`src/rtl/core/aglr_pkg.sv`:
```
// Shared widths, constants and register indexes of the linear gain ramp block.
package aglr_pkg;

  localparam int GAIN_FRAC_BITS = 16;
  localparam int INT_FRAC       = 32;
  localparam int GAIN_SHIFT     = INT_FRAC - GAIN_FRAC_BITS;
  localparam int TARGET_W       = 20;
  localparam int GAIN_W         = TARGET_W + GAIN_SHIFT;
  localparam int DIFF_W         = GAIN_W + 1;
  localparam int RATE_W         = 16;
  localparam int CHAN_W         = 5;
  localparam int FRAMES_W       = RATE_W + DIFF_W - INT_FRAC;
  localparam int LO_W           = 16;
  localparam int CFG_INDEX_W    = 2;
  localparam int CFG_DATA_W     = 20;

  localparam logic signed [GAIN_W-1:0] UNIT_GAIN      = GAIN_W'(64'd1 << INT_FRAC);
  localparam logic signed [DIFF_W-1:0] GAIN_THRESHOLD = DIFF_W'(85899);

  localparam logic [TARGET_W-1:0] TARGET_RESET = TARGET_W'(32'd1 << GAIN_FRAC_BITS);
  localparam logic [RATE_W-1:0]   RATE_RESET   = RATE_W'(2400);
  localparam logic [CHAN_W-1:0]   CHAN_RESET   = CHAN_W'(2);

  localparam logic [CFG_INDEX_W-1:0] CFG_TARGET   = 2'd0;
  localparam logic [CFG_INDEX_W-1:0] CFG_RATE     = 2'd1;
  localparam logic [CFG_INDEX_W-1:0] CFG_CHANNELS = 2'd2;

  typedef struct packed {
    logic valid;
    logic full;
  } q_status_t;

endpackage

```
`src/rtl/core/aglr_queue.sv`:
```
// Short register queue between the front and the back of the gain block.
module aglr_queue #(
  parameter int WIDTH = 26,
  parameter int DEPTH = 2
) (
  input  logic                  clk,
  input  logic                  rst,
  input  logic                  push,
  input  logic [WIDTH-1:0]      push_data,
  input  logic                  pop,
  output logic [WIDTH-1:0]      pop_data,
  output aglr_pkg::q_status_t   status
);
  import aglr_pkg::*;

  localparam int AW = (DEPTH > 1) ? $clog2(DEPTH) : 1;
  localparam int CW = $clog2(DEPTH + 1);

  logic [WIDTH-1:0] entries [DEPTH];
  logic [AW-1:0]    wr_ptr;
  logic [AW-1:0]    rd_ptr;
  logic [CW-1:0]    count;
  logic             do_push;
  logic             do_pop;

  assign status.valid = (count != '0);
  assign status.full  = (count == CW'(DEPTH));
  assign do_push      = push && !status.full;
  assign do_pop       = pop && status.valid;
  assign pop_data     = entries[rd_ptr];

  always_ff @(posedge clk) begin
    if (rst) begin
      wr_ptr <= '0;
      rd_ptr <= '0;
      count  <= '0;
    end else begin
      if (do_push) begin
        wr_ptr <= (wr_ptr == AW'(DEPTH - 1)) ? '0 : wr_ptr + 1'b1;
      end
      if (do_pop) begin
        rd_ptr <= (rd_ptr == AW'(DEPTH - 1)) ? '0 : rd_ptr + 1'b1;
      end
      if (do_push && !do_pop) begin
        count <= count + 1'b1;
      end else if (do_pop && !do_push) begin
        count <= count - 1'b1;
      end
    end
  end

  always_ff @(posedge clk) begin
    if (do_push) begin
      entries[wr_ptr] <= push_data;
    end
  end

endmodule

```
`src/rtl/core/aglr_front.sv`:
```
// Input side: accepts items and marks the first sample of each frame.
module aglr_front #(
  parameter int MAX_CHANNELS = 16,
  parameter int SAMPLE_BITS  = 24
) (
  input  logic                              clk,
  input  logic                              rst,
  input  logic [aglr_pkg::CHAN_W-1:0]       channel_count,
  input  logic                              in_valid,
  output logic                              in_ready,
  input  logic signed [SAMPLE_BITS-1:0]     sample_in,
  input  logic                              block_start,
  input  aglr_pkg::q_status_t               q_status,
  output logic                              push,
  output logic [SAMPLE_BITS+1:0]            push_data
);
  import aglr_pkg::*;

  localparam int PW = (MAX_CHANNELS > 1) ? $clog2(MAX_CHANNELS) : 1;
  localparam logic [7:0] MaxCount = 8'(MAX_CHANNELS);

  logic [PW-1:0] position;
  logic [7:0]    count_ext;
  logic [7:0]    frame_len;
  logic [PW-1:0] pos_eff;
  logic [7:0]    pos_inc;
  logic          frame_start;

  assign count_ext = 8'(channel_count);

  always_comb begin
    if (channel_count == '0) begin
      frame_len = 8'd1;
    end else if (count_ext > MaxCount) begin
      frame_len = MaxCount;
    end else begin
      frame_len = count_ext;
    end
    pos_eff     = (block_start || (8'(position) >= frame_len)) ? '0 : position;
    frame_start = (pos_eff == '0);
    pos_inc     = 8'(pos_eff) + 8'd1;
  end

  assign in_ready  = !q_status.full;
  assign push      = in_valid && in_ready;
  assign push_data = {sample_in, block_start, frame_start};

  always_ff @(posedge clk) begin
    if (rst) begin
      position <= '0;
    end else if (push) begin
      position <= (pos_inc >= frame_len) ? '0 : pos_inc[PW-1:0];
    end
  end

endmodule

```
`src/rtl/core/aglr_div.sv`:
```
// Restoring divider, one quotient bit per cycle, for the ramp increment.
module aglr_div (
  input  logic                            clk,
  input  logic                            rst,
  input  logic                            start,
  input  logic [aglr_pkg::DIFF_W-1:0]     dividend,
  input  logic [aglr_pkg::FRAMES_W-1:0]   divisor,
  output logic                            done,
  output logic [aglr_pkg::DIFF_W-1:0]     quotient
);
  import aglr_pkg::*;

  localparam int CntW = $clog2(DIFF_W + 1);

  logic                busy;
  logic [CntW-1:0]     cnt;
  logic [FRAMES_W-1:0] rem;
  logic [FRAMES_W-1:0] dvs;
  logic [DIFF_W-1:0]   quo;
  logic [FRAMES_W:0]   trial;
  logic [FRAMES_W:0]   trial_sub;
  logic                fits;

  assign trial     = {rem, quo[DIFF_W-1]};
  assign trial_sub = trial - {1'b0, dvs};
  assign fits      = (trial >= {1'b0, dvs});
  assign quotient  = quo;

  always_ff @(posedge clk) begin
    if (rst) begin
      busy <= 1'b0;
      done <= 1'b0;
      cnt  <= '0;
    end else begin
      done <= 1'b0;
      if (start) begin
        busy <= 1'b1;
        cnt  <= CntW'(DIFF_W);
      end else if (busy) begin
        cnt <= cnt - 1'b1;
        if (cnt == CntW'(1)) begin
          busy <= 1'b0;
          done <= 1'b1;
        end
      end
    end
  end

  always_ff @(posedge clk) begin
    if (start) begin
      quo <= dividend;
      rem <= '0;
      dvs <= divisor;
    end else if (busy) begin
      rem <= fits ? trial_sub[FRAMES_W-1:0] : trial[FRAMES_W-1:0];
      quo <= {quo[DIFF_W-2:0], fits};
    end
  end

endmodule

```
`src/rtl/core/aglr_back.sv`:
```
// Work side: gain and ramp state, sample multiply, rounding, saturation, output register.
module aglr_back #(
  parameter int SAMPLE_BITS = 24
) (
  input  logic                              clk,
  input  logic                              rst,
  input  logic [aglr_pkg::TARGET_W-1:0]     gain_target,
  input  logic [aglr_pkg::RATE_W-1:0]       ramp_frames_per_unit_gain,
  input  aglr_pkg::q_status_t               q_status,
  input  logic [SAMPLE_BITS+1:0]            q_data,
  output logic                              q_pop,
  output logic                              div_start,
  output logic [aglr_pkg::DIFF_W-1:0]       div_dividend,
  output logic [aglr_pkg::FRAMES_W-1:0]     div_divisor,
  input  logic                              div_done,
  input  logic [aglr_pkg::DIFF_W-1:0]       div_quotient,
  output logic                              out_valid,
  input  logic                              out_ready,
  output logic signed [SAMPLE_BITS-1:0]     sample_out,
  output logic                              ramping
);
  import aglr_pkg::*;

  localparam int AccW  = SAMPLE_BITS + GAIN_W;
  localparam int LoPW  = SAMPLE_BITS + LO_W + 1;
  localparam int HiPW  = SAMPLE_BITS + GAIN_W - LO_W;
  localparam logic signed [AccW-1:0] RoundHalf =
    {{(AccW-INT_FRAC){1'b0}}, 1'b1, {(INT_FRAC-1){1'b0}}};
  localparam logic signed [AccW-1:0] SatMax =
    {{(AccW-SAMPLE_BITS+1){1'b0}}, {(SAMPLE_BITS-1){1'b1}}};
  localparam logic signed [AccW-1:0] SatMin = ~SatMax;

  typedef enum logic [7:0] {
    S_IDLE   = 8'b0000_0001,
    S_FRAMES = 8'b0000_0010,
    S_FRCHK  = 8'b0000_0100,
    S_DIV    = 8'b0000_1000,
    S_STEP   = 8'b0001_0000,
    S_MUL    = 8'b0010_0000,
    S_MUL2   = 8'b0100_0000,
    S_FIN    = 8'b1000_0000
  } state_t;

  state_t                       state;
  logic signed [GAIN_W-1:0]     gain;
  logic signed [GAIN_W-1:0]     ramp_step;
  logic [FRAMES_W-1:0]          frames_left;
  logic                         initialized;
  logic signed [GAIN_W-1:0]     held_target;
  logic                         frame_is_ramp;
  logic                         snap_pending;
  logic signed [DIFF_W-1:0]     diff;
  logic [FRAMES_W-1:0]          frames;
  logic signed [SAMPLE_BITS-1:0] sample;
  logic signed [LoPW-1:0]       p_lo;
  logic signed [HiPW-1:0]       p_hi;
  logic signed [AccW-1:0]       part;
  logic                         bypass;
  logic                         mute;

  logic signed [SAMPLE_BITS-1:0] q_sample;
  logic                         q_bs;
  logic                         q_fs;
  logic signed [GAIN_W-1:0]     tgt_int;
  logic signed [GAIN_W-1:0]     base;
  logic signed [GAIN_W-1:0]     step_base;
  logic signed [GAIN_W-1:0]     stepped;
  logic signed [DIFF_W-1:0]     diff_next;
  logic [DIFF_W-1:0]            mag;
  logic [RATE_W+DIFF_W-1:0]     prod;
  logic [DIFF_W-1:0]            quo_signed;
  logic signed [DIFF_W-1:0]     unit_dist;
  logic signed [DIFF_W-1:0]     gain_ext;
  logic signed [AccW-1:0]       total;
  logic signed [AccW-1:0]       shifted;
  logic signed [SAMPLE_BITS-1:0] sat_val;
  logic signed [SAMPLE_BITS-1:0] result;
  logic                         ramp_go;
  logic                         can_load;

  assign q_sample   = q_data[SAMPLE_BITS+1:2];
  assign q_bs       = q_data[1];
  assign q_fs       = q_data[0];
  assign tgt_int    = {gain_target, {GAIN_SHIFT{1'b0}}};
  assign base       = (q_fs && snap_pending) ? held_target : gain;
  assign step_base  = (state == S_STEP) ? gain : base;
  assign stepped    = step_base + ramp_step;
  assign diff_next  = DIFF_W'(tgt_int) - DIFF_W'(base);
  assign mag        = diff[DIFF_W-1] ? DIFF_W'(-diff) : DIFF_W'(diff);
  assign prod       = (RATE_W+DIFF_W)'(ramp_frames_per_unit_gain) * (RATE_W+DIFF_W)'(mag);
  assign quo_signed = diff[DIFF_W-1] ? -div_quotient : div_quotient;
  assign gain_ext   = DIFF_W'(gain);
  assign unit_dist  = gain_ext - DIFF_W'(UNIT_GAIN);
  assign ramp_go    = (frames_left != '0);
  assign can_load   = !out_valid || out_ready;
  assign q_pop      = (state == S_IDLE) && q_status.valid;

  assign div_start    = (state == S_FRCHK) && (frames != '0);
  assign div_dividend = mag;
  assign div_divisor  = frames;

  always_comb begin
    total   = AccW'(p_hi) + part;
    shifted = total >>> (INT_FRAC - LO_W);
    if (shifted > SatMax) begin
      sat_val = SatMax[SAMPLE_BITS-1:0];
    end else if (shifted < SatMin) begin
      sat_val = SatMin[SAMPLE_BITS-1:0];
    end else begin
      sat_val = shifted[SAMPLE_BITS-1:0];
    end
    if (frame_is_ramp) begin
      result = sat_val;
    end else if (bypass) begin
      result = sample;
    end else if (mute) begin
      result = '0;
    end else begin
      result = sat_val;
    end
  end

  always_ff @(posedge clk) begin
    if (rst) begin
      state         <= S_IDLE;
      gain          <= UNIT_GAIN;
      ramp_step     <= '0;
      frames_left   <= '0;
      initialized   <= 1'b0;
      held_target   <= UNIT_GAIN;
      frame_is_ramp <= 1'b0;
      snap_pending  <= 1'b0;
      out_valid     <= 1'b0;
    end else begin
      if (out_valid && out_ready && (state != S_FIN)) begin
        out_valid <= 1'b0;
      end
      case (state)
        S_IDLE: begin
          if (q_status.valid) begin
            sample <= q_sample;
            if (q_fs && snap_pending) begin
              snap_pending <= 1'b0;
            end
            if (q_bs) begin
              held_target <= tgt_int;
              frames_left <= '0;
              initialized <= 1'b1;
              if (!initialized) begin
                gain  <= tgt_int;
                state <= S_STEP;
              end else if (base != tgt_int) begin
                gain  <= base;
                diff  <= diff_next;
                state <= S_FRAMES;
              end else begin
                gain  <= base;
                state <= S_STEP;
              end
            end else begin
              if (q_fs) begin
                frame_is_ramp <= ramp_go;
                if (ramp_go) begin
                  gain        <= stepped;
                  frames_left <= frames_left - 1'b1;
                  if (frames_left == FRAMES_W'(1)) begin
                    snap_pending <= 1'b1;
                  end
                end else begin
                  gain <= base;
                end
              end
              state <= S_MUL;
            end
          end
        end
        S_FRAMES: begin
          frames <= prod[INT_FRAC +: FRAMES_W];
          state  <= S_FRCHK;
        end
        S_FRCHK: begin
          state <= (frames != '0) ? S_DIV : S_STEP;
        end
        S_DIV: begin
          if (div_done) begin
            ramp_step   <= quo_signed[GAIN_W-1:0];
            frames_left <= frames;
            state       <= S_STEP;
          end
        end
        S_STEP: begin
          frame_is_ramp <= ramp_go;
          if (ramp_go) begin
            gain        <= stepped;
            frames_left <= frames_left - 1'b1;
            if (frames_left == FRAMES_W'(1)) begin
              snap_pending <= 1'b1;
            end
          end
          state <= S_MUL;
        end
        S_MUL: begin
          p_lo   <= LoPW'(sample) * LoPW'($signed({1'b0, gain[LO_W-1:0]}));
          bypass <= (unit_dist <= GAIN_THRESHOLD) && (unit_dist >= -GAIN_THRESHOLD);
          mute   <= (gain_ext <= GAIN_THRESHOLD) && (gain_ext >= -GAIN_THRESHOLD);
          state  <= S_MUL2;
        end
        S_MUL2: begin
          p_hi  <= HiPW'(sample) * HiPW'($signed(gain[GAIN_W-1:LO_W]));
          part  <= (AccW'(p_lo) + RoundHalf) >>> LO_W;
          state <= S_FIN;
        end
        S_FIN: begin
          if (can_load) begin
            sample_out <= result;
            ramping    <= frame_is_ramp;
            out_valid  <= 1'b1;
            state      <= S_IDLE;
          end
        end
        default: begin
          state <= S_IDLE;
        end
      endcase
    end
  end

`ifndef SYNTH
  a_snap_no_frames: assert property (@(posedge clk) disable iff (rst)
    snap_pending |-> frames_left == '0)
    else $error("snap pending while ramp frames remain");
  a_div_in_wait: assert property (@(posedge clk) disable iff (rst)
    div_done |-> state == S_DIV)
    else $error("divider finished outside its wait state");
  a_mul_entry: assert property (@(posedge clk) disable iff (rst)
    state == S_MUL |-> $past(state) == S_IDLE || $past(state) == S_STEP)
    else $error("multiply entered without a gain update");
`endif

endmodule

```
`src/rtl/core/audio_gain_linear_ramp_top.sv`:
```
// Top level of the linear gain ramp: configuration registers, front, queue, back, divider.
// Each sample is multiplied by a gain held with 32 fraction bits, rounded half up and
// saturated; outside a ramp a gain near unity passes the sample, one near zero mutes it.
// A queued item passes the back's sequencer: entry and gain update, the low and high
// partial-product multiply, and the result, held until the output register is free; the
// front keeps filling the queue while it has room. A block start also passes the step
// state, a target change the frame-count multiply and check, a ramp start a restoring
// divider giving one of 37 quotient bits per cycle. There is no clearing pass after reset.
module audio_gain_linear_ramp_top #(
  parameter int MAX_CHANNELS = 16,
  parameter int SAMPLE_BITS  = 24,
  parameter int QUEUE_DEPTH  = 2
) (
  input  logic                                 clk,
  input  logic                                 rst,
  input  logic                                 cfg_we,
  input  logic [aglr_pkg::CFG_INDEX_W-1:0]     cfg_index,
  input  logic [aglr_pkg::CFG_DATA_W-1:0]      cfg_data,
  input  logic                                 in_valid,
  output logic                                 in_ready,
  input  logic signed [SAMPLE_BITS-1:0]        sample_in,
  input  logic                                 block_start,
  output logic                                 out_valid,
  input  logic                                 out_ready,
  output logic signed [SAMPLE_BITS-1:0]        sample_out,
  output logic                                 ramping
);
  import aglr_pkg::*;

  logic [TARGET_W-1:0]     gain_target;
  logic [RATE_W-1:0]       ramp_frames_per_unit_gain;
  logic [CHAN_W-1:0]       channel_count;
  q_status_t               q_status;
  logic                    push;
  logic [SAMPLE_BITS+1:0]  push_data;
  logic                    pop;
  logic [SAMPLE_BITS+1:0]  pop_data;
  logic                    div_start;
  logic [DIFF_W-1:0]       div_dividend;
  logic [FRAMES_W-1:0]     div_divisor;
  logic                    div_done;
  logic [DIFF_W-1:0]       div_quotient;

  always_ff @(posedge clk) begin
    if (rst) begin
      gain_target               <= TARGET_RESET;
      ramp_frames_per_unit_gain <= RATE_RESET;
      channel_count             <= CHAN_RESET;
    end else if (cfg_we) begin
      case (cfg_index)
        CFG_TARGET:   gain_target               <= cfg_data[TARGET_W-1:0];
        CFG_RATE:     ramp_frames_per_unit_gain <= cfg_data[RATE_W-1:0];
        CFG_CHANNELS: channel_count             <= cfg_data[CHAN_W-1:0];
        default: begin
        end
      endcase
    end
  end

  aglr_front #(
    .MAX_CHANNELS (MAX_CHANNELS),
    .SAMPLE_BITS  (SAMPLE_BITS)
  ) u_front (
    .clk           (clk),
    .rst           (rst),
    .channel_count (channel_count),
    .in_valid      (in_valid),
    .in_ready      (in_ready),
    .sample_in     (sample_in),
    .block_start   (block_start),
    .q_status      (q_status),
    .push          (push),
    .push_data     (push_data)
  );

  aglr_queue #(
    .WIDTH (SAMPLE_BITS + 2),
    .DEPTH (QUEUE_DEPTH)
  ) u_queue (
    .clk       (clk),
    .rst       (rst),
    .push      (push),
    .push_data (push_data),
    .pop       (pop),
    .pop_data  (pop_data),
    .status    (q_status)
  );

  aglr_div u_div (
    .clk      (clk),
    .rst      (rst),
    .start    (div_start),
    .dividend (div_dividend),
    .divisor  (div_divisor),
    .done     (div_done),
    .quotient (div_quotient)
  );

  aglr_back #(
    .SAMPLE_BITS (SAMPLE_BITS)
  ) u_back (
    .clk                       (clk),
    .rst                       (rst),
    .gain_target               (gain_target),
    .ramp_frames_per_unit_gain (ramp_frames_per_unit_gain),
    .q_status                  (q_status),
    .q_data                    (pop_data),
    .q_pop                     (pop),
    .div_start                 (div_start),
    .div_dividend              (div_dividend),
    .div_divisor               (div_divisor),
    .div_done                  (div_done),
    .div_quotient              (div_quotient),
    .out_valid                 (out_valid),
    .out_ready                 (out_ready),
    .sample_out                (sample_out),
    .ramping                   (ramping)
  );

endmodule
```
`config.mk`:
```
export PLATFORM = sky130hd
export DESIGN_NAME = audio_gain_linear_ramp_top
export DESIGN_NICKNAME = d
export VERILOG_FILES = /design/src/rtl/core/aglr_pkg.sv /design/src/rtl/core/aglr_queue.sv /design/src/rtl/core/aglr_front.sv /design/src/rtl/core/aglr_div.sv /design/src/rtl/core/aglr_back.sv /design/src/rtl/core/audio_gain_linear_ramp_top.sv
export SDC_FILE = /design/constraint.sdc
export NUM_CORES = 2
export LEC_CHECK = 0
export CAP_MARGIN = 20
export CORE_ASPECT_RATIO = 0.9
export CORE_UTILIZATION = 35
export DETAILED_ROUTE_END_ITERATION = 16
export DONT_BUFFER_PORTS = 1
export PLACE_DENSITY = 0.57
export SLEW_MARGIN = 20
export SYNTH_ARGS = -nofsm -noshare
export SYNTH_HDL_FRONTEND = slang
export SYNTH_SLANG_ARGS = --single-unit
```
`constraint.sdc`:
```
create_clock -name clk -period 19.1 [get_ports clk]
set_clock_uncertainty 0.1 [all_clocks]
set_input_delay 1.91 -clock clk [delete_from_list [all_inputs] [get_ports clk]]
set_output_delay 1.91 -clock clk [all_outputs]
set_load 0.01 [all_outputs]
```
==> flow_metrics.tcl <==
set metrics [dict create \
    dp_hpwl_um 157000 \
    syn_to_final_growth_pct 7.17 \
    synthCells 8098 \
    clkPwrFrac 0.092 \
    ctsResizeCount 0 \
    rsz0062_at_grt "false" \
    cp_max_fo 17 \
    row_count 161 \
    ys_types 81 \
    start_util 0.352 \
    initialDrtViolationCount 4088 \
    cp_num_buf_inv 5 \
    worstSetupPathType "flop to flop" \
    layout-drive-gt1-share 0.0451 \
    vias_per_cell 5.07 \
    synth_xor_area_frac 0.0330 \
    maxCapViolations 0 \
    cts_buffers 61 \
    required_ps 19460 \
    design_area_um2 80800 \
    synth_area_um2 75400 \
    setup_viol 0 \
    final_nets 9767 \
    wirelength_um 209000 \
    grt_max_degree 189 \
    ys_ff_latch 518 \
    crit_arrival_ps 11100 \
    io_pins 79 \
    yosys.area_share.simple 0.161 \
    core_area_um2 214000 \
    die_x_um 491 \
    yosysSeqAreaShare 0.179 \
    track_usage 0.196 \
    hold_buffers 0 \
    clock.fmax_ghz 0.0931 \
    async_reset_ff_frac 0 \
    combPwrFrac 0.778 \
    post-route-period-util 0.562 \
    clkSinkCount 518 \
    clk_latency_ps 720 \
    ant_nets 0 \
    die_area_um2 217000 \
    cts_setup_buffers 0 \
    clockBufferDepth 3 \
    critPathLaunchType "flop" \
    synth_edf_count 314 \
    cp_slowest_stage_delay_ps 750 \
    path_delay_family "adder cells" \
    min_path_type "flop to flop" \
    hold_violations 0 \
    ys_warn_count 0 \
    worst_slew_pin_slew_ps 1140 \
    die_h_um 442 \
    nFillCells 21482 \
    layout_common_cells "inv_1 (1491), fa_1 (1356), nand2_1 (1217)" \
    synth_mux_area_frac 0.0161 \
    slew_headroom 0.231 \
    drc_errors 0 \
    syn_nets 9985 \
    status "complete, no violations" \
    drtPass1Iterations 6 \
    ir_drop_mv 0.372 \
    crit_slowest_cell "a311oi_1" \
    grt_overflow_total 0 \
    antenna_found_initial 13 \
    powerDensity_nw_per_um2 173 \
    period_minus_slack_ps 10740 \
    cts_max_level 2 \
    port_buffers 0 \
    worst_setup_path_end_kind "flop" \
    switching_share 0.504 \
    internal_power_uw 6940 \
    synth_fa_ha_area_frac 0.440 \
    fin_tns_setup_ps 0 \
    p_sw_uw 7040 \
    synth_top_family_by_area "adder cells" \
    post_drt_wl_per_cell_um 19.3 \
    gp_congestion 0.883 \
    stdcell_count 10800 \
    dpl_cell_area_um2 78500 \
    cts_tree "built" \
    grt_pass1_vias 58250 \
    mostFrequentLayoutCell "inv_1" \
    synth-compound-area-share 0.0756 \
    placed_cells 10669 \
    grt_first_pass_wirelength_um 336000 \
    vias 54802 \
    synth_ff_type "edfxtp_1" \
    path_clk_slew_ps 60 \
    cpMostUsedCell "fa_1" \
    power_frac_seq 0.130 \
    p_leak_uw 0.0362 \
    syn_avg_cell_area_um2 9.31 \
    maxSlewViolCount 0 \
    clockRootBuffer "clkbuf_16" \
]
[routing by layer]
layer	track usage	part of all wire	vias to the layer above
li1	-	-	24807
met1	0.274	0.45	28056
met2	0.317	0.46	1671
met3	0.0273	0.062	266
met4	0.0560	0.027	2
met5	0	0.000096	-
[per-stage QoR]
step | hold WS (ps) | util | power (uW) | setup WS, ps
2_1_floorplan | 300 | - | 9990 | 10070
3_3_place_gp | 305 | 0.367 | 12500 | 8710
3_5_place_dp | 305 | 0.367 | 12700 | 8550
4_1_cts | 319 | 0.377 | 14100 | 8500
5_1_grt | 330 | 0.378 | 15600 | 7880
6_report | 319 | 0.378 | 14000 | 8360
[worst reg2reg max path: cells and delay by family, from the launching register on]
kind	cells	cell delay [ps]
adders and majority gates	8	3500
buffers and inverters	5	600
AOI/OAI and AO/OA	8	2790
DFF	1	620
and+or+nand+nor	10	2660
xor gates and xnor gates	2	210
[state kept, by name, summed over array words and instances, names as in the netlist, 21 cells and up, named ones only]
signal / count
u_back.ramp_step: 36
u_div.rem: 21
u_back.p_lo: 25
u_div.quotient: 37
u_div.dvs: 21
u_back.gain: 36
u_back.p_hi: 44
u_back.part: 26
u_back.frames_left: 21
u_back.sample: 24
u_queue.entries: 52
u_back.diff: 37
u_back.div_divisor: 21
u_back.sample_out: 24
[power by group through the flow]
stage | Combinational [uW] | Sequential (uW) | Clock [uW]
CTS | 10900 | 1820 | 1320
floorplan | 8220 | 1780 | 0
global placement | 10700 | 1840 | 0
finish | 10900 | 1820 | 1290
global route | 12400 | 1830 | 1360
detailed placement | 10900 | 1840 | 0
[layout make-up]
type | count | area, um2 | area share
Timing Repair Buffer | 140 | 1050 | 0.0130
Clock inverter | 39 | 484 | 0.00599
Multi-Input combinational cell | 5668 | 54800 | 0.678
Antenna cell | 15 | 37.5 | 0.000465
Tap cell | 2852 | 3570 | 0.0442
Clock buffer | 77 | 1720 | 0.0212
Sequential cell | 518 | 13500 | 0.167
Inverter | 1491 | 5600 | 0.0693
[synth_stat cells, drive strengths merged (13+ instances only)]
| library cell | number | share of area |
|---|---|---|
| a21o | 80 | 0.0080 |
| xnor2 | 182 | 0.021 |
| a21oi | 251 | 0.017 |
| clkbuf | 411 | 0.020 |
| nand4 | 36 | 0.0030 |
| o41ai | 13 | 0.0015 |
| nor2b | 33 | 0.0027 |
| nor4 | 29 | 0.0024 |
| dfxtp | 204 | 0.054 |
| xor2 | 102 | 0.012 |
| nand3 | 62 | 0.0041 |
| mux2i | 64 | 0.0085 |
| edfxtp | 314 | 0.13 |
| fa | 1356 | 0.36 |
| a22oi | 27 | 0.0027 |
| nand2b | 55 | 0.0047 |
| a221o | 26 | 0.0035 |
| or4 | 19 | 0.0020 |
| inv | 1491 | 0.074 |
| or3 | 37 | 0.0032 |
| and2 | 578 | 0.048 |
| nand3b | 14 | 0.0014 |
| nand2 | 1217 | 0.061 |
| o31ai | 30 | 0.0032 |
| a31oi | 26 | 0.0022 |
| and3 | 23 | 0.0019 |
| o21a | 27 | 0.0027 |
| ha | 479 | 0.080 |
| nor2 | 311 | 0.015 |
| mux2 | 51 | 0.0076 |
| nor3 | 98 | 0.0067 |
| a211oi | 61 | 0.0061 |
| a221oi | 23 | 0.0027 |
| o21bai | 31 | 0.0031 |
| o21ai | 184 | 0.012 |
[cells by family after synthesis]
logic type | after synthesis
multiplexers | 115
flip-flops | 518
AO/OA/AOI/OAI | 878
adder cells (fa/ha/maj) | 1835
AND/OR/NAND/NOR | 2556
XOR/XNOR | 284
buffers and inverters | 1912
[path summary, 6_finish.rpt]
check        slack [ps]       startpoint                      to  cells past startpoint
max reg2reg        8360   u_back.diff[0]  u_back.div_divisor[17]                     33
min                 320  u_back.p_lo[16]          u_back.part[0]                      0
min reg2reg         320  u_back.p_lo[16]          u_back.part[0]                      0
max                8360   u_back.diff[0]  u_back.div_divisor[17]                     33
No activity file was read; power rests on OpenSTA's default activity.
